File: src/assert_macros.svh
// Assertion macros shared by the axon delay queue modules.
`ifndef ASSERT_MACROS_SVH
`define ASSERT_MACROS_SVH

// Property that must hold at every clock edge outside reset.
`define SADQ_ASSERT(label, clk, rst_n, prop, msg) \
    label: assert property (@(posedge clk) disable iff (!rst_n) (prop)) else $error(msg);

// Condition that must never be true outside reset.
`define SADQ_ASSERT_NEVER(label, clk, rst_n, cond, msg) \
    label: assert property (@(posedge clk) disable iff (!rst_n) !(cond)) else $error(msg);

`endif

File: src/sadq_pkg.sv
// Shared constants and register codes of the axon delay queue.
package sadq_pkg;

    localparam int SLOT_COUNT_DEF = 8;
    localparam int DATA_W         = 16;
    localparam int TIMER_W        = 16;
    localparam int LEVEL_W        = 8;
    localparam int THR_W          = 15;
    localparam int CFG_IDX_W      = 3;

    typedef enum logic [CFG_IDX_W-1:0] {
        CFG_THRESHOLD = 3'd0,
        CFG_POSTFIRE  = 3'd1,
        CFG_TRAVEL    = 3'd2,
        CFG_SPACING   = 3'd3,
        CFG_NO_RETURN = 3'd4,
        CFG_PULSE     = 3'd5,
        CFG_IDLE      = 3'd6
    } t_cfg_idx;

endpackage

File: src/sadq_slot_mem.sv
// Timer slot memory with one occupied bit per slot.
module sadq_slot_mem
    import sadq_pkg::*;
#(
    parameter int SLOT_COUNT = SLOT_COUNT_DEF,
    localparam int AW = (SLOT_COUNT > 1) ? $clog2(SLOT_COUNT) : 1
) (
    input  logic               i_clk,
    input  logic               i_rst_n,
    input  logic [AW-1:0]      i_rd_addr,
    output logic [TIMER_W-1:0] o_rd_data,
    input  logic               i_wr_en,
    input  logic [AW-1:0]      i_wr_addr,
    input  logic [TIMER_W-1:0] i_wr_data,
    input  logic               i_clr_en,
    input  logic [AW-1:0]      i_clr_addr,
    output logic [SLOT_COUNT-1:0] o_occupied
);

    logic [TIMER_W-1:0]    r_mem [SLOT_COUNT];
    logic [TIMER_W-1:0]    r_rd_data;
    logic [SLOT_COUNT-1:0] r_occupied;

    always_ff @(posedge i_clk) begin
        if (i_wr_en) begin
            r_mem[i_wr_addr] <= i_wr_data;
        end
        r_rd_data <= r_mem[i_rd_addr];
    end

    // A slot holds a live timer only while its occupied bit is set.
    always_ff @(posedge i_clk) begin
        if (!i_rst_n) begin
            r_occupied <= '0;
        end else begin
            if (i_wr_en) begin
                r_occupied[i_wr_addr] <= 1'b1;
            end
            if (i_clr_en) begin
                r_occupied[i_clr_addr] <= 1'b0;
            end
        end
    end

    assign o_rd_data  = r_rd_data;
    assign o_occupied = r_occupied;

endmodule

File: src/sadq_div.sv
// Restoring divider, one quotient bit per cycle.
module sadq_div
    import sadq_pkg::*;
(
    input  logic              i_clk,
    input  logic              i_rst_n,
    input  logic              i_start,
    input  logic [DATA_W-1:0] i_dividend,
    input  logic [DATA_W-1:0] i_divisor,
    output logic              o_done,
    output logic [DATA_W-1:0] o_quotient,
    output logic [DATA_W-1:0] o_remainder
);

`include "assert_macros.svh"

    localparam int STEP_W = $clog2(DATA_W);

    logic              r_busy;
    logic              r_done;
    logic [STEP_W-1:0] r_step;
    logic [DATA_W-1:0] r_quo;
    logic [DATA_W-1:0] r_rem;
    logic [DATA_W-1:0] r_div;
    logic [DATA_W:0]   w_trial;
    logic              w_fits;

    assign w_trial = {r_rem, r_quo[DATA_W-1]} - {1'b0, r_div};
    assign w_fits  = !w_trial[DATA_W];

    always_ff @(posedge i_clk) begin
        if (!i_rst_n) begin
            r_busy <= 1'b0;
            r_done <= 1'b0;
            r_step <= '0;
        end else begin
            r_done <= 1'b0;
            if (i_start) begin
                r_busy <= 1'b1;
                r_step <= '0;
            end else if (r_busy) begin
                r_step <= r_step + 1'b1;
                if (r_step == STEP_W'(DATA_W - 1)) begin
                    r_busy <= 1'b0;
                    r_done <= 1'b1;
                end
            end
        end
    end

    always_ff @(posedge i_clk) begin
        if (i_start) begin
            r_quo <= i_dividend;
            r_rem <= '0;
            r_div <= i_divisor;
        end else if (r_busy) begin
            r_rem <= w_fits ? w_trial[DATA_W-1:0] : {r_rem[DATA_W-2:0], r_quo[DATA_W-1]};
            r_quo <= {r_quo[DATA_W-2:0], w_fits};
        end
    end

    assign o_done      = r_done;
    assign o_quotient  = r_quo;
    assign o_remainder = r_rem;

    `SADQ_ASSERT(a_done_after_last_step, i_clk, i_rst_n,
        (r_busy && !i_start && r_step == STEP_W'(DATA_W - 1)) |=> (o_done && !r_busy),
        "divider did not finish after its last step")
    `SADQ_ASSERT(a_done_only_from_busy, i_clk, i_rst_n,
        o_done |-> $past(r_busy), "divider done without a running division")

endmodule

File: src/spiking_axon_delay_queue.sv
// Top level of the axon delay queue: tick sequencer, configuration and output register.
//
// One input word is one update tick carrying the neuron potential (signed Q8.8).
// The input channel takes a word when i_in_valid is high and o_in_stall is low;
// o_in_stall stays high from acceptance until the result is placed in the output
// register. The result word (potential, drive level, queued count, fire flag)
// sits in that register under o_out_valid until a cycle with i_out_stall low,
// and the next tick may be accepted while it waits there.
// A tick walks the timer slots with one sequencer: a restoring divide of 16 quotient
// steps and a fill scan when the potential is above threshold, then a max search and a
// countdown pass (one memory read per cycle), a cancel step and an output step.
// Configuration words are taken at any time (o_cfg_ready is always high), and
// are meant to be written while no tick is in flight. Index 7 is ignored.
// Reset (synchronous, active low) empties all slots, clears the hold state and
// loads the register defaults. A stalled receiver holds the result word in place
// and stops the sequencer at its output cycle.
module spiking_axon_delay_queue
    import sadq_pkg::*;
#(
    parameter int SLOT_COUNT = SLOT_COUNT_DEF
) (
    input  logic                     i_clk,
    input  logic                     i_rst_n,
    input  logic                     i_in_valid,
    output logic                     o_in_stall,
    input  logic signed [DATA_W-1:0] i_potential_in,
    output logic                     o_out_valid,
    input  logic                     i_out_stall,
    output logic signed [DATA_W-1:0] o_potential_out,
    output logic [LEVEL_W-1:0]       o_drive_level,
    output logic [3:0]               o_queued_count,
    output logic                     o_fired_now,
    input  logic                     i_cfg_valid,
    output logic                     o_cfg_ready,
    input  logic [CFG_IDX_W-1:0]     i_cfg_index,
    input  logic [DATA_W-1:0]        i_cfg_data
);

`include "assert_macros.svh"

    localparam int AW = (SLOT_COUNT > 1) ? $clog2(SLOT_COUNT) : 1;
    localparam int CW = $clog2(SLOT_COUNT + 1);

    typedef enum logic [6:0] {
        S_IDLE   = 7'b0000001,
        S_DIV    = 7'b0000010,
        S_FILL   = 7'b0000100,
        S_FIND   = 7'b0001000,
        S_CANCEL = 7'b0010000,
        S_TICK   = 7'b0100000,
        S_OUT    = 7'b1000000
    } t_state;

    // Configuration registers.
    logic [THR_W-1:0]        r_thr;
    logic signed [DATA_W-1:0] r_pfc;
    logic [TIMER_W-1:0]      r_travel;
    logic [TIMER_W-1:0]      r_spacing;
    logic [TIMER_W-1:0]      r_nrt;
    logic [LEVEL_W-1:0]      r_pulse;
    logic [LEVEL_W-1:0]      r_idle;

    // Sequencer state.
    t_state                  r_state, n_state;
    logic signed [DATA_W:0]  r_p, n_p;
    logic [DATA_W-1:0]       r_n, n_n;
    logic [DATA_W-1:0]       r_k, n_k;
    logic [TIMER_W-1:0]      r_d, n_d;
    logic [CW-1:0]           r_idx, n_idx;
    logic                    r_lag_vld, n_lag_vld;
    logic [AW-1:0]           r_lag_idx, n_lag_idx;
    logic [TIMER_W-1:0]      r_best_val, n_best_val;
    logic [AW-1:0]           r_best_idx, n_best_idx;
    logic [CW-1:0]           r_cnt, n_cnt;
    logic                    r_fired, n_fired;
    logic                    r_hold, n_hold;
    logic [LEVEL_W-1:0]      r_held, n_held;

    // Output register.
    logic                     r_out_valid, n_out_valid;
    logic signed [DATA_W-1:0] r_out_p, n_out_p;
    logic [LEVEL_W-1:0]       r_out_level, n_out_level;
    logic [3:0]               r_out_count, n_out_count;
    logic                     r_out_fired, n_out_fired;

    // Datapath and memory controls.
    logic                     w_accept;
    logic signed [DATA_W:0]   w_in_p;
    logic signed [DATA_W:0]   w_x;
    logic                     w_above;
    logic [DATA_W-1:0]        w_drop;
    logic [TIMER_W:0]         w_d_sum;
    logic [TIMER_W-1:0]       w_d_next;
    logic                     w_issue;
    logic                     w_last;
    logic [TIMER_W-1:0]       w_rd_val;
    logic [TIMER_W-1:0]       w_dec;
    logic                     w_rnz;
    logic signed [DATA_W:0]   w_neg_thr;
    logic                     w_div_done;
    logic [DATA_W-1:0]        w_quo;
    logic [DATA_W-1:0]        w_rem;
    logic [AW-1:0]            w_rd_addr;
    logic [TIMER_W-1:0]       w_rd_data;
    logic                     w_wr_en;
    logic [AW-1:0]            w_wr_addr;
    logic [TIMER_W-1:0]       w_wr_data;
    logic                     w_clr_en;
    logic [AW-1:0]            w_clr_addr;
    logic [SLOT_COUNT-1:0]    w_occ;
    logic                     w_out_free;

    assign w_accept  = i_in_valid && !o_in_stall;
    assign w_in_p    = {i_potential_in[DATA_W-1], i_potential_in};
    assign w_x       = w_in_p - $signed({2'b00, r_thr});
    assign w_above   = !w_x[DATA_W] && (w_x != '0);
    // A non-negative post-fire change counts as a drop of one.
    assign w_drop    = r_pfc[DATA_W-1] ? DATA_W'(-r_pfc) : DATA_W'(1);
    assign w_d_sum   = {1'b0, r_d} + {1'b0, r_spacing};
    assign w_d_next  = w_d_sum[TIMER_W] ? {TIMER_W{1'b1}} : w_d_sum[TIMER_W-1:0];
    assign w_issue   = r_idx < CW'(SLOT_COUNT);
    assign w_last    = r_lag_vld && (r_lag_idx == AW'(SLOT_COUNT - 1));
    assign w_rd_addr = w_issue ? r_idx[AW-1:0] : '0;
    assign w_rd_val  = w_occ[r_lag_idx] ? w_rd_data : '0;
    assign w_dec     = w_rd_data - 1'b1;
    assign w_rnz     = (w_rem != '0);
    assign w_neg_thr = -$signed({2'b00, r_thr});
    assign w_out_free = !r_out_valid || !i_out_stall;

    sadq_div u_div (
        .i_clk       (i_clk),
        .i_rst_n     (i_rst_n),
        .i_start     (w_accept && w_above),
        .i_dividend  (w_x[DATA_W-1:0]),
        .i_divisor   (w_drop),
        .o_done      (w_div_done),
        .o_quotient  (w_quo),
        .o_remainder (w_rem)
    );

    sadq_slot_mem #(
        .SLOT_COUNT (SLOT_COUNT)
    ) u_slot_mem (
        .i_clk      (i_clk),
        .i_rst_n    (i_rst_n),
        .i_rd_addr  (w_rd_addr),
        .o_rd_data  (w_rd_data),
        .i_wr_en    (w_wr_en),
        .i_wr_addr  (w_wr_addr),
        .i_wr_data  (w_wr_data),
        .i_clr_en   (w_clr_en),
        .i_clr_addr (w_clr_addr),
        .o_occupied (w_occ)
    );

    always_comb begin
        n_state     = r_state;
        n_p         = r_p;
        n_n         = r_n;
        n_k         = r_k;
        n_d         = r_d;
        n_idx       = r_idx;
        n_lag_vld   = r_lag_vld;
        n_lag_idx   = r_lag_idx;
        n_best_val  = r_best_val;
        n_best_idx  = r_best_idx;
        n_cnt       = r_cnt;
        n_fired     = r_fired;
        n_hold      = r_hold;
        n_held      = r_held;
        n_out_valid = r_out_valid && i_out_stall;
        n_out_p     = r_out_p;
        n_out_level = r_out_level;
        n_out_count = r_out_count;
        n_out_fired = r_out_fired;
        w_wr_en     = 1'b0;
        w_wr_addr   = r_idx[AW-1:0];
        w_wr_data   = r_d;
        w_clr_en    = 1'b0;
        w_clr_addr  = r_lag_idx;

        case (r_state)
            S_IDLE: begin
                if (w_accept) begin
                    n_p        = w_in_p;
                    n_idx      = '0;
                    n_lag_vld  = 1'b0;
                    n_best_val = '0;
                    n_best_idx = '0;
                    n_state    = w_above ? S_DIV : S_FIND;
                end
            end
            S_DIV: begin
                if (w_div_done) begin
                    // p - n*drop equals thr + rem, less one drop when the division is inexact.
                    n_n     = w_quo + DATA_W'(w_rnz);
                    n_p     = $signed({2'b00, r_thr}) + $signed({1'b0, w_rem})
                              - (w_rnz ? $signed({1'b0, w_drop}) : $signed((DATA_W+1)'(0)));
                    n_k     = '0;
                    n_d     = r_travel;
                    n_idx   = '0;
                    n_state = S_FILL;
                end
            end
            S_FILL: begin
                if ((r_k == r_n) || !w_issue || ((r_d == '0) && (r_spacing == '0))) begin
                    n_idx      = '0;
                    n_lag_vld  = 1'b0;
                    n_best_val = '0;
                    n_best_idx = '0;
                    n_state    = S_FIND;
                end else if (r_d == '0) begin
                    // A zero delay pulse is dropped without taking a slot.
                    n_k = r_k + 1'b1;
                    n_d = w_d_next;
                end else if (!w_occ[r_idx[AW-1:0]]) begin
                    w_wr_en = 1'b1;
                    n_k     = r_k + 1'b1;
                    n_d     = w_d_next;
                    n_idx   = r_idx + 1'b1;
                end else begin
                    n_idx = r_idx + 1'b1;
                end
            end
            S_FIND: begin
                n_lag_vld = w_issue;
                n_lag_idx = r_idx[AW-1:0];
                if (w_issue) begin
                    n_idx = r_idx + 1'b1;
                end
                // Strictly greater keeps the lowest index among equal times.
                if (r_lag_vld && (w_rd_val > r_best_val)) begin
                    n_best_val = w_rd_val;
                    n_best_idx = r_lag_idx;
                end
                if (w_last) begin
                    n_state = S_CANCEL;
                end
            end
            S_CANCEL: begin
                if ((r_p < w_neg_thr) && (r_best_val > r_nrt)) begin
                    w_clr_en   = 1'b1;
                    w_clr_addr = r_best_idx;
                    n_p        = r_p + $signed({2'b00, r_thr});
                end
                n_idx     = '0;
                n_lag_vld = 1'b0;
                n_cnt     = '0;
                n_fired   = 1'b0;
                n_state   = S_TICK;
            end
            S_TICK: begin
                n_lag_vld = w_issue;
                n_lag_idx = r_idx[AW-1:0];
                if (w_issue) begin
                    n_idx = r_idx + 1'b1;
                end
                if (r_lag_vld && w_occ[r_lag_idx]) begin
                    if (w_dec == '0) begin
                        w_clr_en = 1'b1;
                        n_fired  = 1'b1;
                    end else begin
                        w_wr_en   = 1'b1;
                        w_wr_addr = r_lag_idx;
                        w_wr_data = w_dec;
                        n_cnt     = r_cnt + 1'b1;
                    end
                end
                if (w_last) begin
                    n_state = S_OUT;
                end
            end
            S_OUT: begin
                if (w_out_free) begin
                    if (r_fired) begin
                        n_hold = 1'b1;
                        n_held = r_pulse;
                    end else if (r_hold) begin
                        n_hold = 1'b0;
                    end else begin
                        n_held = r_idle;
                    end
                    n_out_level = r_fired ? r_pulse : ((r_hold) ? r_held : r_idle);
                    if (r_p > (DATA_W+1)'(32767)) begin
                        n_out_p = {1'b0, {(DATA_W-1){1'b1}}};
                    end else if (r_p < -(DATA_W+1)'(32768)) begin
                        n_out_p = {1'b1, {(DATA_W-1){1'b0}}};
                    end else begin
                        n_out_p = r_p[DATA_W-1:0];
                    end
                    n_out_count = (32'(r_cnt) > 32'd15) ? 4'd15 : 4'(r_cnt);
                    n_out_fired = r_fired;
                    n_out_valid = 1'b1;
                    n_state     = S_IDLE;
                end
            end
            default: begin
                n_state = S_IDLE;
            end
        endcase
    end

    always_ff @(posedge i_clk) begin
        if (!i_rst_n) begin
            r_state     <= S_IDLE;
            r_idx       <= '0;
            r_lag_vld   <= 1'b0;
            r_hold      <= 1'b0;
            r_held      <= '0;
            r_fired     <= 1'b0;
            r_out_valid <= 1'b0;
        end else begin
            r_state     <= n_state;
            r_idx       <= n_idx;
            r_lag_vld   <= n_lag_vld;
            r_hold      <= n_hold;
            r_held      <= n_held;
            r_fired     <= n_fired;
            r_out_valid <= n_out_valid;
        end
    end

    always_ff @(posedge i_clk) begin
        r_p         <= n_p;
        r_n         <= n_n;
        r_k         <= n_k;
        r_d         <= n_d;
        r_lag_idx   <= n_lag_idx;
        r_best_val  <= n_best_val;
        r_best_idx  <= n_best_idx;
        r_cnt       <= n_cnt;
        r_out_p     <= n_out_p;
        r_out_level <= n_out_level;
        r_out_count <= n_out_count;
        r_out_fired <= n_out_fired;
    end

    always_ff @(posedge i_clk) begin
        if (!i_rst_n) begin
            r_thr     <= THR_W'(256);
            r_pfc     <= -DATA_W'(256);
            r_travel  <= TIMER_W'(10);
            r_spacing <= TIMER_W'(5);
            r_nrt     <= TIMER_W'(5);
            r_pulse   <= LEVEL_W'(255);
            r_idle    <= LEVEL_W'(128);
        end else if (i_cfg_valid) begin
            case (t_cfg_idx'(i_cfg_index))
                CFG_THRESHOLD: r_thr     <= i_cfg_data[THR_W-1:0];
                CFG_POSTFIRE:  r_pfc     <= i_cfg_data;
                CFG_TRAVEL:    r_travel  <= i_cfg_data;
                CFG_SPACING:   r_spacing <= i_cfg_data;
                CFG_NO_RETURN: r_nrt     <= i_cfg_data;
                CFG_PULSE:     r_pulse   <= i_cfg_data[LEVEL_W-1:0];
                CFG_IDLE:      r_idle    <= i_cfg_data[LEVEL_W-1:0];
                default: begin
                end
            endcase
        end
    end

    assign o_in_stall      = (r_state != S_IDLE);
    assign o_out_valid     = r_out_valid;
    assign o_potential_out = r_out_p;
    assign o_drive_level   = r_out_level;
    assign o_queued_count  = r_out_count;
    assign o_fired_now     = r_out_fired;
    assign o_cfg_ready     = 1'b1;

    `SADQ_ASSERT(a_result_from_out_state, i_clk, i_rst_n,
        $rose(r_out_valid) |-> $past(r_state == S_OUT),
        "result word appeared outside the output cycle")
    `SADQ_ASSERT(a_div_done_starts_fill, i_clk, i_rst_n,
        (r_state == S_DIV && w_div_done) |=> (r_state == S_FILL),
        "divide result not followed by the fill scan")
    `SADQ_ASSERT_NEVER(a_fill_count_bound, i_clk, i_rst_n,
        (r_state == S_FILL) && (r_k > r_n),
        "fill scan queued more pulses than the divide allowed")

endmodule
File: config.mk
export PLATFORM = sky130hd
export DESIGN_NAME = spiking_axon_delay_queue
export DESIGN_NICKNAME = d
export VERILOG_FILES = /design/src/sadq_pkg.sv /design/src/sadq_slot_mem.sv /design/src/sadq_div.sv /design/src/spiking_axon_delay_queue.sv
export VERILOG_INCLUDE_DIRS = /design/src /design/src/src
export SDC_FILE = /design/constraint.sdc
export NUM_CORES = 1
export LEC_CHECK = 0
export BUFFER_PORTS_ARGS = -buffer_cell sky130_fd_sc_hd__buf_2
export CAP_MARGIN = 5
export CORE_MARGIN = 2
export CORE_UTILIZATION = 50
export CTS_CLUSTER_SIZE = 16
export DETAILED_ROUTE_END_ITERATION = 7
export GPL_ROUTABILITY_DRIVEN = 0
export PLACE_DENSITY = 0.65
export SLEW_MARGIN = 20
export SYNTH_ARGS = -nofsm -noshare
export SYNTH_HDL_FRONTEND = slang
export SYNTH_SLANG_ARGS = --single-unit
File: constraint.sdc
create_clock -name i_clk -period 10.1 [get_ports i_clk]
set_clock_uncertainty 0.15 [all_clocks]
set_input_delay 2.525 -clock i_clk [delete_from_list [all_inputs] [get_ports i_clk]]
set_output_delay 2.525 -clock i_clk [all_outputs]
set_load 0.01 [all_outputs]
# After elaboration in Yosys (flattened, before gate mapping)

Memories as Yosys holds them, arrays and structs flattened. A register that Yosys moved wholly into a read port is not among the register bits.
Index checks and enable logic that the tools add are counted.

$add $sub $neg: 14
Bitwise logic cells: 5
Magnitude comparators: 12
Eq/ne operators: 32
Multiplexer cells: 94
Reduce and logical (&&, ||, !) cells: 53

Operators with widths:

| cell                                                                           | count |
|---|---|
| 16-bit two-way mux                                                             | 22 |
| 16-bit case mux with 2 select lines                                            | 2 |
| 17-bit two-way mux                                                             | 3 |
| 17-bit case mux with 3 select lines                                            | 1 |
| 7-bit case mux with 7 select lines                                             | 1 |
| 16-bit logical NOT                                                             | 3 |
| 16-bit case mux with 3 select lines                                            | 1 |
| 7-bit two-way mux                                                              | 6 |
| 8-bit two-way mux                                                              | 5 |
| 16-bit > comparator                                                            | 2 |
| 4-bit two-way mux                                                              | 8 |
| 3-bit two-way mux                                                              | 9 |
| 1-bit two-way mux                                                              | 25 |
| 2-bit != test, second input constant                                           | 11 |
| 4-bit case mux with 5 select lines                                             | 1 |
| 2-bit AND reduction                                                            | 9 |
| 15-bit by 16-bit adder with 17-bit output                                      | 1 |
| 16-bit by 16-bit adder with 17-bit output                                      | 1 |
| 17-bit by 16-bit adder with 17-bit output                                      | 1 |
| 17-bit by 16-bit > comparator with 1-bit output, second input constant         | 1 |
| 17-bit by 16-bit less-than comparator with 1-bit output, second input constant | 1 |
| 17-bit less-than comparator                                                    | 1 |
| 15-bit negator with 17-bit output                                              | 1 |
| 17-bit nonzero test                                                            | 1 |
| 51 further kinds                                                               | 93 |

Input bits: 40
Output and inout bits: 32
Flip-flop bits (word level): 300
Memories: 1
Bits in writable memories: 128

Memories:

| memory           | words | bits a word | rd ports | clocked after memory_dff | wr ports | RTL line            | source |
|---|---|---|---|---|---|---|---|
| u_slot_mem.r_mem | 8     | 16          | 1        | 1                        | 1        | sadq_slot_mem.sv:20 | `logic [TIMER_W-1:0] r_mem [SLOT_COUNT];` |

# Longest topological paths before layout

Gate-level depths: netlist of the first run.

Depth after elaboration: 14
Gate-level depth with buffers: 18

# Cells and area by module

From an unflattened synthesis of the first run, not the netlist that was laid out.

Cell total of the unflattened synthesis: 2,383
Area, all modules: 24,811.3 um2

By module, submodules not included:

| module                   | area each (um2) | cells each | instances |
|---|---|---|---|
| spiking_axon_delay_queue | 16,125.5        | 1,865      | 1 |
| sadq_slot_mem            | 5,599.1         | 232        | 1 |
| sadq_div                 | 3,086.7         | 286        | 1 |

# Worst setup path before layout of the first run

Ideal clock, no wire load.

Path kind: input to register
Start point: input port i_potential_in[0]
End point: register u_div.r_quo[0] (netlist: u_div.o_quotient[0]) (enable)
Arrival: 5,473 ps
Setup time: 411 ps
Path slack: 4,065 ps
Cell stages on the path: 11
Cell sequence: inv_1 -> ha_1 -> fa_1 -> nor2b_1 -> o31a_1 -> o311ai_2 -> a31oi_1 -> o21ai_0 -> a21oi_1 -> nand3_1 -> o21ai_0

Word-level cells in the longest chain between the ends: 5

Ends and longest elaborated chain:

| element                                                  | RTL line                        | source |
|---|---|---|
| from (decl)                                              | spiking_axon_delay_queue.sv:26  | `input logic signed [DATA_W-1:0] i_potential_in,` |
| 16-bit by 16-bit subtractor with 17-bit output (*)       | spiking_axon_delay_queue.sv:115 | `assign w_x = w_in_p - $signed({2'b00, r_thr});` |
| 17-bit nonzero test or 1-bit logical NOT (tied branches) | spiking_axon_delay_queue.sv:116 | `assign w_above = !w_x[DATA_W] && (w_x != '0);` |
| 1-bit logical AND (*)                                    | spiking_axon_delay_queue.sv:116 |  |
| 1-bit logical AND (*)                                    | spiking_axon_delay_queue.sv:133 | `.i_start (w_accept && w_above),` |
| 2-bit nonzero test (no line) (*)                         | -                               |  |
| to (signal assigned)                                     | sadq_div.sv:53                  | `r_quo <= i_dividend;` |
| to (signal assigned)                                     | sadq_div.sv:58                  | `r_quo <= {r_quo[DATA_W-2:0], w_fits};` |
| to (decl)                                                | sadq_div.sv:22                  | `logic [DATA_W-1:0] r_quo;` |

Every way passes the cells marked *; elsewhere a longest branch is shown, timed or not.
A chain may end at the register's enable or synchronous reset.

# Worst setup path after layout of the first run

Start point: input port i_potential_in[0]
End point: register u_div.r_quo[0] (netlist: u_div.o_quotient[0]) (data pin)

Word-level cells in the longest chain between the ends: 5

Ends and longest elaborated chain:

| element                                                  | RTL line                        | source |
|---|---|---|
| 16-bit by 16-bit subtractor with 17-bit output (*)       | spiking_axon_delay_queue.sv:115 |  |
| 17-bit nonzero test or 1-bit logical NOT (tied branches) | spiking_axon_delay_queue.sv:116 |  |
| 1-bit logical AND                                        | spiking_axon_delay_queue.sv:116 |  |
| 1-bit logical AND                                        | spiking_axon_delay_queue.sv:133 |  |
| 16-bit two-way mux (*)                                   | sadq_div.sv:52                  | `if (i_start) begin` |

Marked as above.

==> flow_summary.yaml, run 1 <==
critical_path:
  startpoint_type: "input pin"
  critical_path.cell_chain: "buf_2 > inv_1 > ha_1 > fa_1 > nor2b_1 > o31a_1 > o311ai_2 > a31oi_1 > o21ai_0 > a21oi_1 > nand3_1 > nor2_4 > buf_4 > mux2_4"
  r2r_start: "r_thr[1]"
  r2r_slack_ps: 4910
  critical_path.top_delay_family: "compound AO/OA/AOI/OAI gates"
  max_stage_delay_ps: 560
  rr_endpoint: "r_p[9]"
  cp.arrival_ps: 6110
  cp_slowest_cell: "buf_4"
  crit_fanout: 41
  cp-end-kind: "register"
  crit_buf_inv: 3
  reg2reg_depth: 13
  startpoint: "i_potential_in[0]"
  cp_data_required_time_ps: 10320
  worst-setup-path-type: "in2reg"
logic_synthesis:
  synthTopCellsByArea: "edfxtp_1 34%, dfxtp_1 13%, ha_1 7.1%"
  synth.distinct_cells: 80
  synth_area_mm2: 0.02449
  synthCells: 2335
  syn_nets: 2533
  synth-seq-cells: 444
  synth_edf_count: 280
  yosysMostFrequentCell: "nand2_1"
  ys.flop_type: "edfxtp_1"
  synth_area_per_cell_um2: 10.49
  ys_seq_area_share_pct: 47.73
  ys_async_sr_fraction_pct: 0
  yosys_warnings: 0
  post-synth-top-area-fraction_pct: 34.33
  ys_top_cells_by_count: "312 x nand2_1, 280 x edfxtp_1, 164 x dfxtp_1"
  yosysTopAreaCell: "edfxtp_1"
outcome:
  status: "finished clean"
placement:
  io_buffer_count: 70
  place_ws_ps: 3601
  hpwlAfterDp_um: 45910
drt:
  post_drt_wl_per_cell_um: 20.84
  vias_per_cell: 5.925
  drtAntennaViolNets: 0
  vias: 18180
  remaining_drc_errors: 0
  wl_um: 63960
  drtPass1Iterations: 5
  drtIter0Drc: 1577
clock_network:
  post_cts.repair.setup_buffers: 0
  clk_pin_slew_worst_paths_ps: 60
  cts_resized: 0
  cts_sinks: 444
  cts_max_level: 2
  clock_latency_ps: 620
  cts_buffers: 49
  cts_hold_buf: 0
  clock_path_buffers: 3
  cts_tree: "yes"
  root_buffer: "clkbuf_16"
power:
  p_leak_nw: 10.29
  power.total_w: 0.005882
  ir_worst_vdd_mv: 0.1714
  powerDensity_mw_per_mm2: 216.8
run:
  max_cap_violations: 0
timing:
  setup_viol: 0
  drv_slew: 0
  fin_tns_setup_ps: 0
  fmax_mhz: 169.6
  slew_headroom_pct: 26.58
  worstMarginPinSlew_ps: 1090
  post-route-period-util_pct: 58.39
  layout_setup_ws_ps: 4202
  finalCriticalPeriod_ps: 5898
  rsz0062_at_grt: "false"
  hold_viol_final: 0
floorplanning:
  row_count: 81
  start_util_pct: 50.35
  dieArea_mm2: 0.05078
  ios: 72
  core_area_mm2: 0.04865
  fp.dieH_um: 225.3
  chipWidth_um: 225.3
global_routing:
  grt_pass1_vias: 17460
  grt_max_degree: 106
  grt_pass1_wl_um: 99150
  grt_usage_pct: 25.38
  antenna_found_initial: 0
  overflow: 0
cells_and_area:
  largest_reg_flops: 128
  reg_top3: "u_slot_mem.r_mem: 128 flops, r_p: 17 flops"
  num-nets-final: 2604
  largest_register: "u_slot_mem.r_mem"
  fillers: 4173
  insertedDiodeCount: 0
  syn2layout_area_growth_pct: 10.76
  final_util_pct: 55.77
  post_route_cells_drive_above_1_share_pct: 10.91
worst_hold_path:
  hold_class: "reg2reg"
  worstHoldPathCells: 2
  min_from: "r_held[5]"
  hold_path_end: "r_held[5]"
[layout make-up]
type	count	area (um2)	area share [%]
sequential	444	11690	43.09
clock buffer	72	1354	4.990
inverter	161	604.3	2.227
timing repair buffer	100	589.3	2.172
multi-input combinational	1650	11910	43.90
tap	622	778.2	2.868
clock inverter	20	202.7	0.7471
[worst register-to-register path: stages, from the launching register on]
cell,delay (ps)
dfxtp_1,710
inv_1,340
ha_1,360
nand2_1,170
nor4_1,80
xnor2_1,160
ha_1,300
a21o_1,160
a221oi_1,340
o21ai_0,130
o21ai_0,540
nand4_1,310
nand3_1,160
and2_1,850
[metrics by stage]
step | area (um2) | hold WS [ps] | instances
2_1_floorplan | 24490 | 256.4 | 2335
6_report | 27130 | 317.5 | 3069
3_3_place_gp | 25540 | 302.9 | 2975
4_1_cts | 27100 | 318.0 | 3067
5_1_grt | 27130 | 337.7 | 3069
3_5_place_dp | 25550 | 309.6 | 2975
[report_power, final]
| part | leakage, nW | internal [W] | switching (W) |
|---|---|---|---|
| clock | 0.749 | 0.000970 | 0.000759 |
| combinational | 5.66 | 0.000781 | 0.00103 |
| sequential | 3.88 | 0.00212 | 0.000219 |
[logic make-up after synthesis]
logic type / count (synthesis) / share of synthesized area, %
and+or+nand+nor: 809 / 16.04
DFF: 444 / 47.73
AOI/OAI and AO/OA: 432 / 12.14
buffers and inverters: 241 / 3.805
adders and majority gates: 172 / 9.225
xor gates and xnor gates: 138 / 4.934
muxes: 98 / 6.114
other: 1 / 0.01531
[routing by layer]
layer  global-route usage (%)  part of all wire, %  vias up
li1                         -                    -     8529
met1                    35.37                   44     8844
met2                    40.33                   46      680
met3                    4.120                  7.1      131
met4                    8.652                  3.2        0
met5                        0                    0        -
[layout by cell type, fill, tap and decap left out, types with 28 or more instances in the layout]
cell type,count
inv_1,159
clkbuf_16,50
edfxtp_1,280
mux2i_1,33
xor2_1,46
nand2_1,312
o21ai_0,79
nand2b_1,30
mux4_2,36
a21oi_1,77
and3_1,28
nor2b_1,48
buf_4,29
buf_2,69
xnor2_1,92
nor2_1,137
a21boi_0,86
o21a_1,34
dfxtp_1,164
and2_1,39
nor3_1,38
ha_1,139
nand3_1,58
[worst max-delay path by stage]
| stage | endpoint | cells after the start |
|---|---|---|
| 2_1_floorplan | u_div.o_quotient[0] | 11 |
| 3_3_place_gp | u_div.o_quotient[0] | 14 |
| 3_5_place_dp | u_div.o_quotient[0] | 14 |
| 4_1_cts | u_div.o_quotient[0] | 14 |
| 5_1_grt | u_div.o_quotient[0] | 14 |
| 6_report | u_div.o_quotient[0] | 14 |
Note: power is estimated with default switching activity, not from simulation.
==> run 2, diff against run 1 <==
- clock period: 10.1 -> 5.7 ns (I/O delays scaled with it)
==> run 2 against run 1 <==
Compared with the run above: largest cell class unchanged; global-route usage is essentially flat; power grew 79%; highest routed layer unchanged; the run now ends with DRC left; largest power group unchanged; first-iteration DRC count grew 1.4%; clock-buffer cell count grew 3; clock power grew 82%; via count shrank 1.5%; register-to-register slack lost 4000 ps; critical path depth grew 2.
==> flow_summary.yaml, run 2 (synthesis gave the netlist of run 1 again) <==
outcome:
  status: "complete, but fails checks"
  failed_checks: "DRC"
global_routing:
  overflow: 0
  grt_pass1_vias: 17610
  use_met2_pct: 41.05
  antenna_found_initial: 2
  met1_usage_pct: 34.05
  grt_pass1_wl_um: 99060
  grt_max_degree: 71
  grt_usage_pct: 25.41
  grt_use_met3_pct: 4.694
  busiest_layer: "met2"
placement:
  place_ws_ps: 731.2
  hpwlAfterDp_um: 46250
  io_buffer_count: 70
  dp_cells: 2978
clock_network:
  clock_path_buffers: 3
  root_buffer: "clkbuf_16"
  post_cts.repair.setup_buffers: 0
  cts_hold_buf: 0
  cts_resized: 0
  clk_pin_slew_worst_paths_ps: 60
  cts_max_level: 2
  cts_buffers: 49
  cts_tree: "yes"
  clock_latency_ps: 610
  cts_sinks: 444
critical_path:
  critical_path.top_delay_family: "simple AND/OR/NAND/NOR gates"
  crit_fanout: 14
  critical_path.cell_chain: "nor4_1 > and4_1 > inv_1 > and3_1 > fa_1 > inv_1 > ha_1 > o21a_1 > o21ai_0 > a21oi_1 > o211ai_1 > a21oi_1 > or4_1 > a31oi_1 > xor2_1 > o221ai_1"
  cp-end-kind: "register"
  startpoint_type: "register"
  worst-setup-path-type: "reg2reg"
  cp.arrival_ps: 4930
  r2r_slack_ps: 930
  crit_buf_inv: 2
  cp_data_required_time_ps: 5860
  cp_slowest_cell: "fa_1"
  max_stage_delay_ps: 490
floorplanning:
  ios: 72
  dieArea_mm2: 0.05078
  fp.dieH_um: 225.3
  row_count: 81
  chipWidth_um: 225.3
  core_area_mm2: 0.04865
  start_util_pct: 50.35
timing:
  fmax_mhz: 209.8
  post-route-period-util_pct: 83.60
  hold_viol_final: 0
  fin_tns_setup_ps: 0
  drv_slew: 0
  layout_setup_ws_ps: 934.6
  worstMarginPinSlew_ps: 1100
  slew_headroom_pct: 26.70
  finalCriticalPeriod_ps: 4765
  setup_viol: 0
  rsz0062_at_grt: "false"
cells_and_area:
  final_cell_mix: "312 x nand2_1, 280 x edfxtp_1, 164 x dfxtp_1, 159 x inv_1, 139 x ha_1"
  stdcell_count: 3072
  num-nets-final: 2606
  largest_register: "u_slot_mem.r_mem"
  final_util_pct: 55.94
  reg_top3: "u_slot_mem.r_mem: 128 flops, r_p: 17 flops"
  largest_reg_flops: 128
  final_common_cell: "nand2_1"
  syn2layout_area_growth_pct: 11.09
  post_route_cells_drive_above_1_share_pct: 11.15
power:
  ir_worst_vdd_mv: 0.2958
  power.total_w: 0.01054
  p_leak_nw: 10.33
  powerDensity_mw_per_mm2: 387.2
drt:
  drtIter0Drc: 1599
  post_drt_wl_per_cell_um: 20.86
  remaining_drc_errors: 2
  vias_per_cell: 5.830
  vias: 17910
  drtAntennaViolNets: 0
  wl_um: 64070
  drtPass1Iterations: 7
run:
  max_cap_violations: 0
worst_hold_path:
  hold_class: "reg2reg"
## run 2: cell count changes in the layout (fill, tap and decap cells not counted), moves of 2 or more
cell,before,now
clkinv_2,6,4
clkbuf_8,2,11
buf_4,29,31
diode_2,0,2
clkbuf_1,20,14
## run 2: per-stage QoR
| stage | cell area, um2 | hold slack [ps] |
|---|---|---|
| 6_report | 27210 | 313.0 |
| 5_1_grt | 27210 | 329.6 |
| 4_1_cts | 27190 | 316.1 |
| 3_5_place_dp | 25580 | 307.3 |
| 3_3_place_gp | 25580 | 300.7 |
| 2_1_floorplan | 24490 | 256.4 |
## run 2: area by class of cell
type,instances,area [um2]
clock inverters,16,157.7
diodes,2,5.005
fillers,4201,21440
clock buffers,75,1455
multi-input cells,1650,11910
repair buffers,102,609.3
well taps,622,778.2
inverters,161,604.3
flip-flops and latches,444,11690
## run 2: metal layers
metal | vias to the layer above | wire length, um
met5 | - | 0
met4 | 0 | 2192
met3 | 135 | 4382
met2 | 551 | 29490
met1 | 8686 | 28010
li1 | 8537 | -
## run 2: path summary, 6_finish.rpt
kind / to / cells after the start / startpoint
worst max-delay path: r_p[15] / 16 / u_div.o_remainder[15]
worst min register to register: r_held[6] / 2 / r_held[6]
worst max register to register: r_p[15] / 16 / u_div.o_remainder[15]
worst min-delay path: r_held[6] / 2 / r_held[6]
## run 2: where the power goes
part | internal, W | switching, W
clock network | 0.00181 | 0.00133
logic | 0.00140 | 0.00188
registers | 0.00376 | 0.000355
## run 2: tightest hold or removal path: cells and delay by family (launching register included)
| kind | cells | cell delay (ps) |
|---|---|---|
| AOI/OAI and AO/OA | 1 | 60 |
| DFF | 1 | 300 |
| and+or+nand+nor | 1 | 40 |
